## src/ctbrg_pkg.sv

```systemverilog
// ----------------------------------------------------------------------------
// ctbrg_pkg
// Shared types, constants and codes of the clipped text blit row generator.
// ----------------------------------------------------------------------------
package ctbrg_pkg;

  // default parameter values
  localparam int MaxRowsDef  = 64;
  localparam int AddrBitsDef = 32;

  // field widths
  localparam int CoordW = 10;  // request coordinates, two's complement
  localparam int WideW  = 13;  // clip arithmetic, holds every shifted corner
  localparam int CellW  = 8;   // clipped coordinates and counts minus one
  localparam int ColW   = 9;   // column counts and word count
  localparam int OffW   = 17;  // cell offsets inside a buffer
  localparam int DataW  = 32;  // register data
  localparam int PaddrW = 5;   // six registers at byte stride four

  // register reset values
  localparam logic [DataW-1:0] ClipRst = 32'h1800_4F00;
  localparam logic [ColW-1:0]  ColsRst = 9'd80;
  localparam logic [DataW-1:0] BaseRst = 32'h0000_0000;

  // register indexes
  typedef enum logic [2:0] {
    REG_SRC_CLIP = 3'd0,
    REG_DST_CLIP = 3'd1,
    REG_SRC_COLS = 3'd2,
    REG_DST_COLS = 3'd3,
    REG_SRC_BASE = 3'd4,
    REG_DST_BASE = 3'd5
  } reg_idx_t;

  // configuration seen by the datapath
  typedef struct packed {
    logic [DataW-1:0] src_clip;
    logic [DataW-1:0] dst_clip;
    logic [ColW-1:0]  src_columns;
    logic [ColW-1:0]  dst_columns;
    logic [DataW-1:0] src_base;
    logic [DataW-1:0] dst_base;
  } cfg_t;

  // controller states
  typedef enum logic [3:0] {
    ST_IDLE,
    ST_CLIP_SRC,
    ST_CLIP_DMIN,
    ST_CLIP_DMAX,
    ST_CHECK,
    ST_MUL,
    ST_OFFS,
    ST_ADDR,
    ST_EMIT
  } state_t;

  // controller to datapath commands
  typedef struct packed {
    logic load;
    logic clip_src;
    logic clip_dmin;
    logic clip_dmax;
    logic mul;
    logic offs;
    logic addr;
    logic emit;
  } cmd_t;

  // datapath to controller status
  typedef struct packed {
    logic empty;
    logic last;
    logic slot_free;
  } sts_t;

endpackage

```

## src/ctbrg_regs.sv

```systemverilog
// ----------------------------------------------------------------------------
// ctbrg_regs
// APB-style register file: clip rectangles, line strides and buffer bases.
// ----------------------------------------------------------------------------
module ctbrg_regs (
  input  logic                         clk,
  input  logic                         rst,
  input  logic                         psel,
  input  logic                         penable,
  input  logic                         pwrite,
  input  logic [ctbrg_pkg::PaddrW-1:0] paddr,
  input  logic [ctbrg_pkg::DataW-1:0]  pwdata,
  output logic [ctbrg_pkg::DataW-1:0]  prdata,
  output ctbrg_pkg::cfg_t              cfg
);
  import ctbrg_pkg::*;

  logic     wr_en;
  reg_idx_t idx;

  assign wr_en = psel && penable && pwrite;
  assign idx   = reg_idx_t'(paddr[PaddrW-1:2]);

  // register writes
  always_ff @(posedge clk) begin
    if (rst) begin
      cfg.src_clip    <= ClipRst;
      cfg.dst_clip    <= ClipRst;
      cfg.src_columns <= ColsRst;
      cfg.dst_columns <= ColsRst;
      cfg.src_base    <= BaseRst;
      cfg.dst_base    <= BaseRst;
    end else if (wr_en) begin
      case (idx)
        REG_SRC_CLIP: cfg.src_clip    <= pwdata;
        REG_DST_CLIP: cfg.dst_clip    <= pwdata;
        REG_SRC_COLS: cfg.src_columns <= pwdata[ColW-1:0];
        REG_DST_COLS: cfg.dst_columns <= pwdata[ColW-1:0];
        REG_SRC_BASE: cfg.src_base    <= pwdata;
        REG_DST_BASE: cfg.dst_base    <= pwdata;
        default: ;
      endcase
    end
  end

  // read mux
  always_comb begin
    case (idx)
      REG_SRC_CLIP: prdata = cfg.src_clip;
      REG_DST_CLIP: prdata = cfg.dst_clip;
      REG_SRC_COLS: prdata = DataW'(cfg.src_columns);
      REG_DST_COLS: prdata = DataW'(cfg.dst_columns);
      REG_SRC_BASE: prdata = cfg.src_base;
      REG_DST_BASE: prdata = cfg.dst_base;
      default:      prdata = '0;
    endcase
  end

endmodule

```

## src/ctbrg_ctrl.sv

```systemverilog
// ----------------------------------------------------------------------------
// ctbrg_ctrl
// Sequencer: clip steps, offset setup, then one row descriptor per free slot.
// ----------------------------------------------------------------------------
module ctbrg_ctrl (
  input  logic            clk,
  input  logic            rst,
  input  logic            in_valid,
  output logic            in_ready,
  output ctbrg_pkg::cmd_t cmd,
  input  ctbrg_pkg::sts_t sts
);
  import ctbrg_pkg::*;

  state_t state, state_next;

  // state register
  always_ff @(posedge clk) begin
    if (rst) begin
      state <= ST_IDLE;
    end else begin
      state <= state_next;
    end
  end

  // next state and commands
  always_comb begin
    state_next = state;
    cmd        = '0;
    in_ready   = 1'b0;
    case (state)
      ST_IDLE: begin
        in_ready = 1'b1;
        if (in_valid) begin
          cmd.load   = 1'b1;
          state_next = ST_CLIP_SRC;
        end
      end
      ST_CLIP_SRC: begin
        cmd.clip_src = 1'b1;
        state_next   = ST_CLIP_DMIN;
      end
      ST_CLIP_DMIN: begin
        cmd.clip_dmin = 1'b1;
        state_next    = ST_CLIP_DMAX;
      end
      ST_CLIP_DMAX: begin
        cmd.clip_dmax = 1'b1;
        state_next    = ST_CHECK;
      end
      ST_CHECK: begin
        state_next = sts.empty ? ST_IDLE : ST_MUL;
      end
      ST_MUL: begin
        cmd.mul    = 1'b1;
        state_next = ST_OFFS;
      end
      ST_OFFS: begin
        cmd.offs   = 1'b1;
        state_next = ST_ADDR;
      end
      ST_ADDR: begin
        cmd.addr   = 1'b1;
        state_next = ST_EMIT;
      end
      ST_EMIT: begin
        if (sts.slot_free) begin
          cmd.emit = 1'b1;
          if (sts.last) begin
            state_next = ST_IDLE;
          end
        end
      end
      default: begin
        state_next = ST_IDLE;
      end
    endcase
  end

endmodule

```

## src/ctbrg_dpath.sv

```systemverilog
// ----------------------------------------------------------------------------
// ctbrg_dpath
// Clip arithmetic, start offsets, row address walkers and the output register.
// ----------------------------------------------------------------------------
module ctbrg_dpath #(
  parameter int MAX_ROWS  = ctbrg_pkg::MaxRowsDef,
  parameter int ADDR_BITS = ctbrg_pkg::AddrBitsDef
) (
  input  logic                                clk,
  input  logic                                rst,
  input  ctbrg_pkg::cmd_t                     cmd,
  output ctbrg_pkg::sts_t                     sts,
  input  ctbrg_pkg::cfg_t                     cfg,
  input  logic signed [ctbrg_pkg::CoordW-1:0] dest_x,
  input  logic signed [ctbrg_pkg::CoordW-1:0] dest_y,
  input  logic signed [ctbrg_pkg::CoordW-1:0] src_x_start,
  input  logic signed [ctbrg_pkg::CoordW-1:0] src_y_start,
  input  logic signed [ctbrg_pkg::CoordW-1:0] src_x_end,
  input  logic signed [ctbrg_pkg::CoordW-1:0] src_y_end,
  output logic                                out_valid,
  input  logic                                out_ready,
  output logic [ADDR_BITS-1:0]                src_addr,
  output logic [ADDR_BITS-1:0]                dst_addr,
  output logic [ctbrg_pkg::ColW-1:0]          word_count,
  output logic                                descending,
  output logic                                last_row
);
  import ctbrg_pkg::*;

  localparam int RowW = (MAX_ROWS > 1) ? $clog2(MAX_ROWS) : 1;

  // working corners
  logic signed [WideW-1:0] sxs, sys, sxe, sye, dx, dy;

  // clip bounds, zero extended
  logic signed [WideW-1:0] scxmin, scxmax, scymin, scymax;
  logic signed [WideW-1:0] dcxmin, dcxmax, dcymin, dcymax;

  // clip step temporaries
  logic signed [WideW-1:0] sxs_c, sys_c, dx_m, dy_m;
  logic signed [WideW-1:0] dxe, dye, x_over, y_over;
  logic signed [WideW-1:0] diff_x, diff_y;

  // narrowed clipped values
  logic [CellW-1:0] sxs8, sys8, sxe8, sye8, dx8, dy8, xcm1, ycm1, dy_end;

  // setup registers
  logic [ColW-1:0]  word_cnt;
  logic [CellW-1:0] dx_end;
  logic [OffW-1:0]  p_ss, p_se, p_ds, p_de;
  logic [OffW-1:0]  soff, doff;
  logic [OffW-1:0]  so_start, do_start;
  logic             desc;
  logic [RowW-1:0]  rows_left;

  // row walkers
  logic [ADDR_BITS-1:0] src_ptr, dst_ptr, src_step, dst_step;

  assign scxmin = WideW'(cfg.src_clip[7:0]);
  assign scxmax = WideW'(cfg.src_clip[15:8]);
  assign scymin = WideW'(cfg.src_clip[23:16]);
  assign scymax = WideW'(cfg.src_clip[31:24]);
  assign dcxmin = WideW'(cfg.dst_clip[7:0]);
  assign dcxmax = WideW'(cfg.dst_clip[15:8]);
  assign dcymin = WideW'(cfg.dst_clip[23:16]);
  assign dcymax = WideW'(cfg.dst_clip[31:24]);

  // raise start corner to the source minimum
  assign sxs_c = (sxs > scxmin) ? sxs : scxmin;
  assign sys_c = (sys > scymin) ? sys : scymin;

  // raise destination corner to the destination minimum
  assign dx_m = (dx > dcxmin) ? dx : dcxmin;
  assign dy_m = (dy > dcymin) ? dy : dcymin;

  // destination end overhang past the destination maximum
  assign dxe    = dx + sxe - sxs;
  assign dye    = dy + sye - sys;
  assign x_over = dxe - dcxmax;
  assign y_over = dye - dcymax;

  assign diff_x = sxe - sxs;
  assign diff_y = sye - sys;

  // after a passing check every corner sits in 0..255
  assign sxs8   = sxs[CellW-1:0];
  assign sys8   = sys[CellW-1:0];
  assign sxe8   = sxe[CellW-1:0];
  assign sye8   = sye[CellW-1:0];
  assign dx8    = dx[CellW-1:0];
  assign dy8    = dy[CellW-1:0];
  assign xcm1   = diff_x[CellW-1:0];
  assign ycm1   = diff_y[CellW-1:0];
  assign dy_end = dy8 + ycm1;

  // empty request after clipping
  assign sts.empty = (sxs > scxmax) || (sxe < scxmin) ||
                     (sys > scymax) || (sye < scymin) ||
                     (dx > dcxmax)  || (dy > dcymax)  ||
                     (sxe < sxs)    || (sye < sys);

  // clip sequence on the working corners
  always_ff @(posedge clk) begin
    if (cmd.load) begin
      dx  <= WideW'(dest_x);
      dy  <= WideW'(dest_y);
      sxs <= WideW'(src_x_start);
      sys <= WideW'(src_y_start);
      sxe <= WideW'(src_x_end);
      sye <= WideW'(src_y_end);
    end else if (cmd.clip_src) begin
      sxe <= (sxe < scxmax) ? sxe : scxmax;
      sye <= (sye < scymax) ? sye : scymax;
      sxs <= sxs_c;
      sys <= sys_c;
      dx  <= dx + sxs_c - sxs;
      dy  <= dy + sys_c - sys;
    end else if (cmd.clip_dmin) begin
      sxs <= sxs + dx_m - dx;
      sys <= sys + dy_m - dy;
      dx  <= dx_m;
      dy  <= dy_m;
    end else if (cmd.clip_dmax) begin
      if (x_over > 0) begin
        sxe <= sxe - x_over;
      end
      if (y_over > 0) begin
        sye <= sye - y_over;
      end
    end
  end

  // line products and counts
  always_ff @(posedge clk) begin
    if (cmd.mul) begin
      word_cnt <= ColW'(xcm1) + ColW'(1);
      dx_end   <= dx8 + xcm1;
      p_ss     <= OffW'(sys8) * OffW'(cfg.src_columns);
      p_se     <= OffW'(sye8) * OffW'(cfg.src_columns);
      p_ds     <= OffW'(dy8) * OffW'(cfg.dst_columns);
      p_de     <= OffW'(dy_end) * OffW'(cfg.dst_columns);
    end
  end

  // direction and first-row offsets
  assign soff = OffW'(sxs8) + p_ss;
  assign doff = OffW'(dx8) + p_ds;

  always_ff @(posedge clk) begin
    if (cmd.offs) begin
      desc <= doff > soff;
      if (doff > soff) begin
        so_start <= OffW'(sxe8) + p_se;
        do_start <= OffW'(dx_end) + p_de;
      end else begin
        so_start <= soff;
        do_start <= doff;
      end
    end
  end

  // row count and address walkers
  always_ff @(posedge clk) begin
    if (cmd.mul) begin
      if (int'(ycm1) >= MAX_ROWS - 1) begin
        rows_left <= RowW'(MAX_ROWS - 1);
      end else begin
        rows_left <= RowW'(ycm1);
      end
    end else if (cmd.emit) begin
      rows_left <= rows_left - RowW'(1);
    end
    if (cmd.addr) begin
      src_ptr  <= ADDR_BITS'(cfg.src_base) + ADDR_BITS'({so_start, 1'b0});
      dst_ptr  <= ADDR_BITS'(cfg.dst_base) + ADDR_BITS'({do_start, 1'b0});
      src_step <= ADDR_BITS'({cfg.src_columns, 1'b0});
      dst_step <= ADDR_BITS'({cfg.dst_columns, 1'b0});
    end else if (cmd.emit) begin
      src_ptr <= desc ? (src_ptr - src_step) : (src_ptr + src_step);
      dst_ptr <= desc ? (dst_ptr - dst_step) : (dst_ptr + dst_step);
    end
  end

  assign sts.last      = (rows_left == '0);
  assign sts.slot_free = !out_valid || out_ready;

  // output register payload
  always_ff @(posedge clk) begin
    if (cmd.emit) begin
      src_addr   <= src_ptr;
      dst_addr   <= dst_ptr;
      word_count <= word_cnt;
      descending <= desc;
      last_row   <= (rows_left == '0);
    end
  end

  // output register valid
  always_ff @(posedge clk) begin
    if (rst) begin
      out_valid <= 1'b0;
    end else if (cmd.emit) begin
      out_valid <= 1'b1;
    end else if (out_ready) begin
      out_valid <= 1'b0;
    end
  end

endmodule

```

## src/clipped_text_blit_row_generator_core.sv

```systemverilog
// ----------------------------------------------------------------------------
// clipped_text_blit_row_generator_core
// Clips a text-cell rectangle copy request and emits one descriptor per row.
// ----------------------------------------------------------------------------
// Usage:
//   Input channel (in_valid/in_ready) takes one copy request: destination
//   corner and inclusive source start and end cells. The request is clipped
//   against the source and then the destination clip rectangles.
//   Output channel (out_valid/out_ready) gives one row descriptor per clipped
//   row, source and destination byte addresses, cell count and direction,
//   with last_row set on the final one; at most MAX_ROWS rows per request.
//   A request that clips to nothing gives no descriptors; in_ready rises
//   again once the check step finds it empty. A nonempty request passes the
//   four clip/check steps, the offset multiply and two address setup steps,
//   then the row address walkers give one descriptor per cycle while the
//   receiver is ready. Requests are taken only between requests; in_ready
//   rises again in the same cycle that the last descriptor shows in the
//   output register. A receiver stall holds the output register and pauses
//   the row walk. Reset clears the sequencer and the output valid and loads
//   the registers with the 80x25 screen defaults. The user must write the
//   registers only while idle; the block itself does not enforce this.
// ----------------------------------------------------------------------------
module clipped_text_blit_row_generator_core #(
  parameter int MAX_ROWS  = ctbrg_pkg::MaxRowsDef,
  parameter int ADDR_BITS = ctbrg_pkg::AddrBitsDef
) (
  input  logic                                clk,
  input  logic                                rst,
  // configuration port
  input  logic                                psel,
  input  logic                                penable,
  input  logic                                pwrite,
  input  logic [ctbrg_pkg::PaddrW-1:0]        paddr,
  input  logic [ctbrg_pkg::DataW-1:0]         pwdata,
  output logic [ctbrg_pkg::DataW-1:0]         prdata,
  output logic                                pready,
  // request channel
  input  logic                                in_valid,
  output logic                                in_ready,
  input  logic signed [ctbrg_pkg::CoordW-1:0] dest_x,
  input  logic signed [ctbrg_pkg::CoordW-1:0] dest_y,
  input  logic signed [ctbrg_pkg::CoordW-1:0] src_x_start,
  input  logic signed [ctbrg_pkg::CoordW-1:0] src_y_start,
  input  logic signed [ctbrg_pkg::CoordW-1:0] src_x_end,
  input  logic signed [ctbrg_pkg::CoordW-1:0] src_y_end,
  // row descriptor channel
  output logic                                out_valid,
  input  logic                                out_ready,
  output logic [ADDR_BITS-1:0]                src_addr,
  output logic [ADDR_BITS-1:0]                dst_addr,
  output logic [ctbrg_pkg::ColW-1:0]          word_count,
  output logic                                descending,
  output logic                                last_row
);
  import ctbrg_pkg::*;

  cfg_t cfg;
  cmd_t cmd;
  sts_t sts;

  // zero wait state port
  assign pready = 1'b1;

  // register file
  ctbrg_regs u_regs (
    .clk     (clk),
    .rst     (rst),
    .psel    (psel),
    .penable (penable),
    .pwrite  (pwrite),
    .paddr   (paddr),
    .pwdata  (pwdata),
    .prdata  (prdata),
    .cfg     (cfg)
  );

  // sequencer
  ctbrg_ctrl u_ctrl (
    .clk      (clk),
    .rst      (rst),
    .in_valid (in_valid),
    .in_ready (in_ready),
    .cmd      (cmd),
    .sts      (sts)
  );

  // datapath
  ctbrg_dpath #(
    .MAX_ROWS  (MAX_ROWS),
    .ADDR_BITS (ADDR_BITS)
  ) u_dpath (
    .clk         (clk),
    .rst         (rst),
    .cmd         (cmd),
    .sts         (sts),
    .cfg         (cfg),
    .dest_x      (dest_x),
    .dest_y      (dest_y),
    .src_x_start (src_x_start),
    .src_y_start (src_y_start),
    .src_x_end   (src_x_end),
    .src_y_end   (src_y_end),
    .out_valid   (out_valid),
    .out_ready   (out_ready),
    .src_addr    (src_addr),
    .dst_addr    (dst_addr),
    .word_count  (word_count),
    .descending  (descending),
    .last_row    (last_row)
  );

endmodule

```

## config.mk

```make
export PLATFORM = sky130hd
export DESIGN_NAME = clipped_text_blit_row_generator_core
export DESIGN_NICKNAME = d
export VERILOG_FILES = /design/src/ctbrg_pkg.sv /design/src/ctbrg_regs.sv /design/src/ctbrg_ctrl.sv /design/src/ctbrg_dpath.sv /design/src/clipped_text_blit_row_generator_core.sv
export SDC_FILE = /design/constraint.sdc
export NUM_CORES = 2
export LEC_CHECK = 0
export BUFFER_PORTS_ARGS = -buffer_cell sky130_fd_sc_hd__buf_2
export CORE_AREA = 2 2 287 289
export DETAILED_ROUTE_END_ITERATION = 7
export DIE_AREA = 0 0 289 291
export PLACE_DENSITY = 0.81
export SLEW_MARGIN = 20
export SYNTH_ARGS = -nofsm -noshare
export SYNTH_HDL_FRONTEND = slang
export SYNTH_SLANG_ARGS = --single-unit
```

## constraint.sdc

```tcl
create_clock -name clk -period 11.4 [get_ports clk]
set_input_delay 2.85 -clock clk [delete_from_list [all_inputs] [get_ports clk]]
set_output_delay 2.85 -clock clk [all_outputs]
set_load 0.01 [all_outputs]
```

==> impl_metrics.json <==
{
  "outcome": "completed",
  "path_buf_inv": 2,
  "skew_ps": 62.6,
  "finalHoldViolations": 0,
  "max_stage_delay_ps": 890,
  "grt_use_total": 0.327,
  "slowest_stage": "xnor2_1",
  "slew_headroom": 0.213,
  "hp-start": "u_dpath.word_cnt[0]$_DFFE_PP_",
  "period_minus_slack_ps": 8110,
  "final_nets": 6085,
  "crit_fanout": 15,
  "dieArea_mm2": 0.0841,
  "finalWirelength_um": 139000,
  "min_to": "u_dpath.word_count[0]$_DFFE_PP_",
  "viasPerCell": 6.17,
  "drive_gt1_frac": 0.0837,
  "ff2ff_path_depth": 26,
  "ctsResizeCount": 0,
  "grt_pass1_vias": 37678,
  "fill_cells": 6660,
  "synth_edf_count": 361,
  "endpoint_kind": "flop",
  "die_w_um": 289,
  "synthArstFlopShare": 0,
  "dpl.hpwl_um": 108000,
  "reg2reg_from": "u_dpath.sys[1]$_DFFE_PP_",
  "crit_top_cell": "fa_1",
  "period_share": 0.712,
  "initial_utilization": 0.573,
  "r2r_slack_ps": 3290,
  "cts_root_buf": "clkbuf_16",
  "clock_path_buffers": 3,
  "cp_top_family": "adder cells",
  "synth_top_cells_by_area": "edfxtp_1, ha_1, fa_1",
  "path_class": "flop to flop",
  "final_common_cell": "nand2_1",
  "rsz0062_at_grt": "no",
  "postCtsHoldBufs": 0,
  "fin_tns_setup_ps": 0,
  "grt_pass1_wl_um": 212000,
  "grt_overflow": 0,
  "synth_top_area_frac": 0.233,
  "io_pins": 214,
  "cts.sinks": 512,
  "ant_nets": 0,
  "arrival_ps": 8470,
  "syn-instance-count": 5020,
  "synth_seq_area_share": 0.298,
  "ys_ff_latch": 512,
  "placementRows": 105,
  "clk_pin_slew_ps": 60,
  "vias": 38848,
  "htreeDepth": 2,
  "first_pass_iters": 8,
  "maxSlewViolCount": 0,
  "layout.cells.most_common_list": "nand2_1, ha_1, inv_1, edfxtp_1, a21oi_1",
  "synth_warnings": 0,
  "syn_area_mm2": 0.0465,
  "whs_path_depth": 0,
  "syn_area_per_cell_um2": 9.27,
  "port_buffers": 210,
  "globalplace.congestion": 0.987,
  "routedWlPerCell_um": 22.1,
  "min_path_type": "flop to flop",
  "antenna_found_initial": 5,
  "clk_latency_ps": 680,
  "area_growth_syn_to_layout_pct": 8.98,
  "ys_types": 96,
  "synth_nets": 5934,
  "startpoint_type": "flop",
  "cts_tree": "yes",
  "rr_endpoint": "u_dpath.p_de[15]$_DFFE_PP_",
  "maxCapViolCount": 0,
  "die_height_um": 291,
  "postCtsSetupBuffers": 0,
  "cts_buffers": 58,
  "setup-violations-final": 0,
  "drc": 0,
  "core-area_mm2": 0.0812,
  "ys.flop_type": "edfxtp_1",
  "critPathRequiredTime_ps": 11760,
  "grt_max_degree": 98,
  "yosysTopAreaCell": "edfxtp_1",
  "worst-slew-pin-transition_ps": 1170,
  "drt_iter0_markers": 3903,
  "max_freq_ghz": 0.123
}
[worst max-delay path by stage]
| stage | startpoint | to | slack, ps | depth (start not counted) |
|---|---|---|---|---|
| final | u_dpath.sys[1]$_DFFE_PP_ | u_dpath.p_de[15]$_DFFE_PP_ | 3290 | 26 |
| after global placement | paddr[2] | prdata[26] | 3500 | 6 |
| after floorplan | in_valid | u_dpath.dx[0]$_DFFE_PP_ | 2140 | 2 |
| after global routing | u_dpath.sye[0]$_DFFE_PP_ | u_dpath.p_de[15]$_DFFE_PP_ | 2900 | 28 |
| after CTS | u_dpath.sye[0]$_DFFE_PP_ | u_dpath.p_de[15]$_DFFE_PP_ | 3400 | 28 |
| after detailed placement | paddr[2] | prdata[12] | 3460 | 6 |
[kinds of logic after synthesis]
logic type,share of synthesized area
xor+xnor,0.0649
fa+ha+maj,0.259
other cells,0.0000806
buf+inv,0.0548
flops,0.298
compound gates,0.154
mux,0.0183
simple gates,0.151
[synthesized netlist by cell type (all sizes together), types with 67 or more instances]
cell,number
a21o,107
a21oi,346
a22oi,78
and2,192
clkbuf,151
dfxtp,151
edfxtp,361
fa,254
ha,556
inv,499
nand2,616
nand3,81
nor2,276
nor2b,67
nor3,67
o21ai,201
xnor2,221
xor2,124
[per-layer routing]
layer	vias up	track usage	share of wire	routed length, um
met3	405	0.0524	0.10	14100
met1	18779	0.428	0.39	54000
met4	4	0.181	0.063	8810
met5	-	0	0.00019	26
li1	17811	-	-	-
met2	1849	0.516	0.45	62500
[through the flow]
stage	util	worst slack, ps	hold WS [ps]	std cells	area, um^2
6_report	0.625	3290	424	6299	50700
5_1_grt	0.624	2900	442	6289	50700
4_1_cts	0.624	3400	419	6288	50700
3_5_place_dp	0.600	3460	406	6181	48700
3_3_place_gp	0.600	3500	406	6180	48700
2_1_floorplan	-	2140	400	5020	46500
[cell type report]
class / instances / area (um^2) / share of cell area
Timing Repair Buffer: 267 / 1490 / 0.0293
Clock buffer: 78 / 1670 / 0.0330
Inverter: 499 / 1880 / 0.0370
Sequential cell: 512 / 13900 / 0.273
Clock inverter: 29 / 275 / 0.00543
Tap cell: 1070 / 1340 / 0.0264
Antenna cell: 11 / 27.5 / 0.000543
Multi-Input combinational cell: 3833 / 30200 / 0.595
[state kept, by name, summed over array words and instances, names as in the netlist, 6 cells and up]
name and flops:
u_dpath.dst_addr 32, u_dpath.p_ss 17, u_dpath.dx_end 8, u_dpath.do_start 17, u_dpath.src_addr 32, u_dpath.sye 13, u_dpath.p_ds 17, u_dpath.sxs 13
u_dpath.dx 13, u_dpath.dst_step 9, u_dpath.rows_left 6, u_dpath.word_count 9, u_dpath.sys 13, u_dpath.p_se 17, u_dpath.sxe 13, u_regs.cfg 146
u_dpath.p_de 17, u_dpath.so_start 17, u_dpath.dy 13, u_dpath.word_cnt 9, u_dpath.src_ptr 32, u_dpath.src_step 9, u_dpath.dst_ptr 32
Power is left out: the tool's default activity adds up to more than one toggle a clock period on the data nets, which glitch-free logic cannot reach.
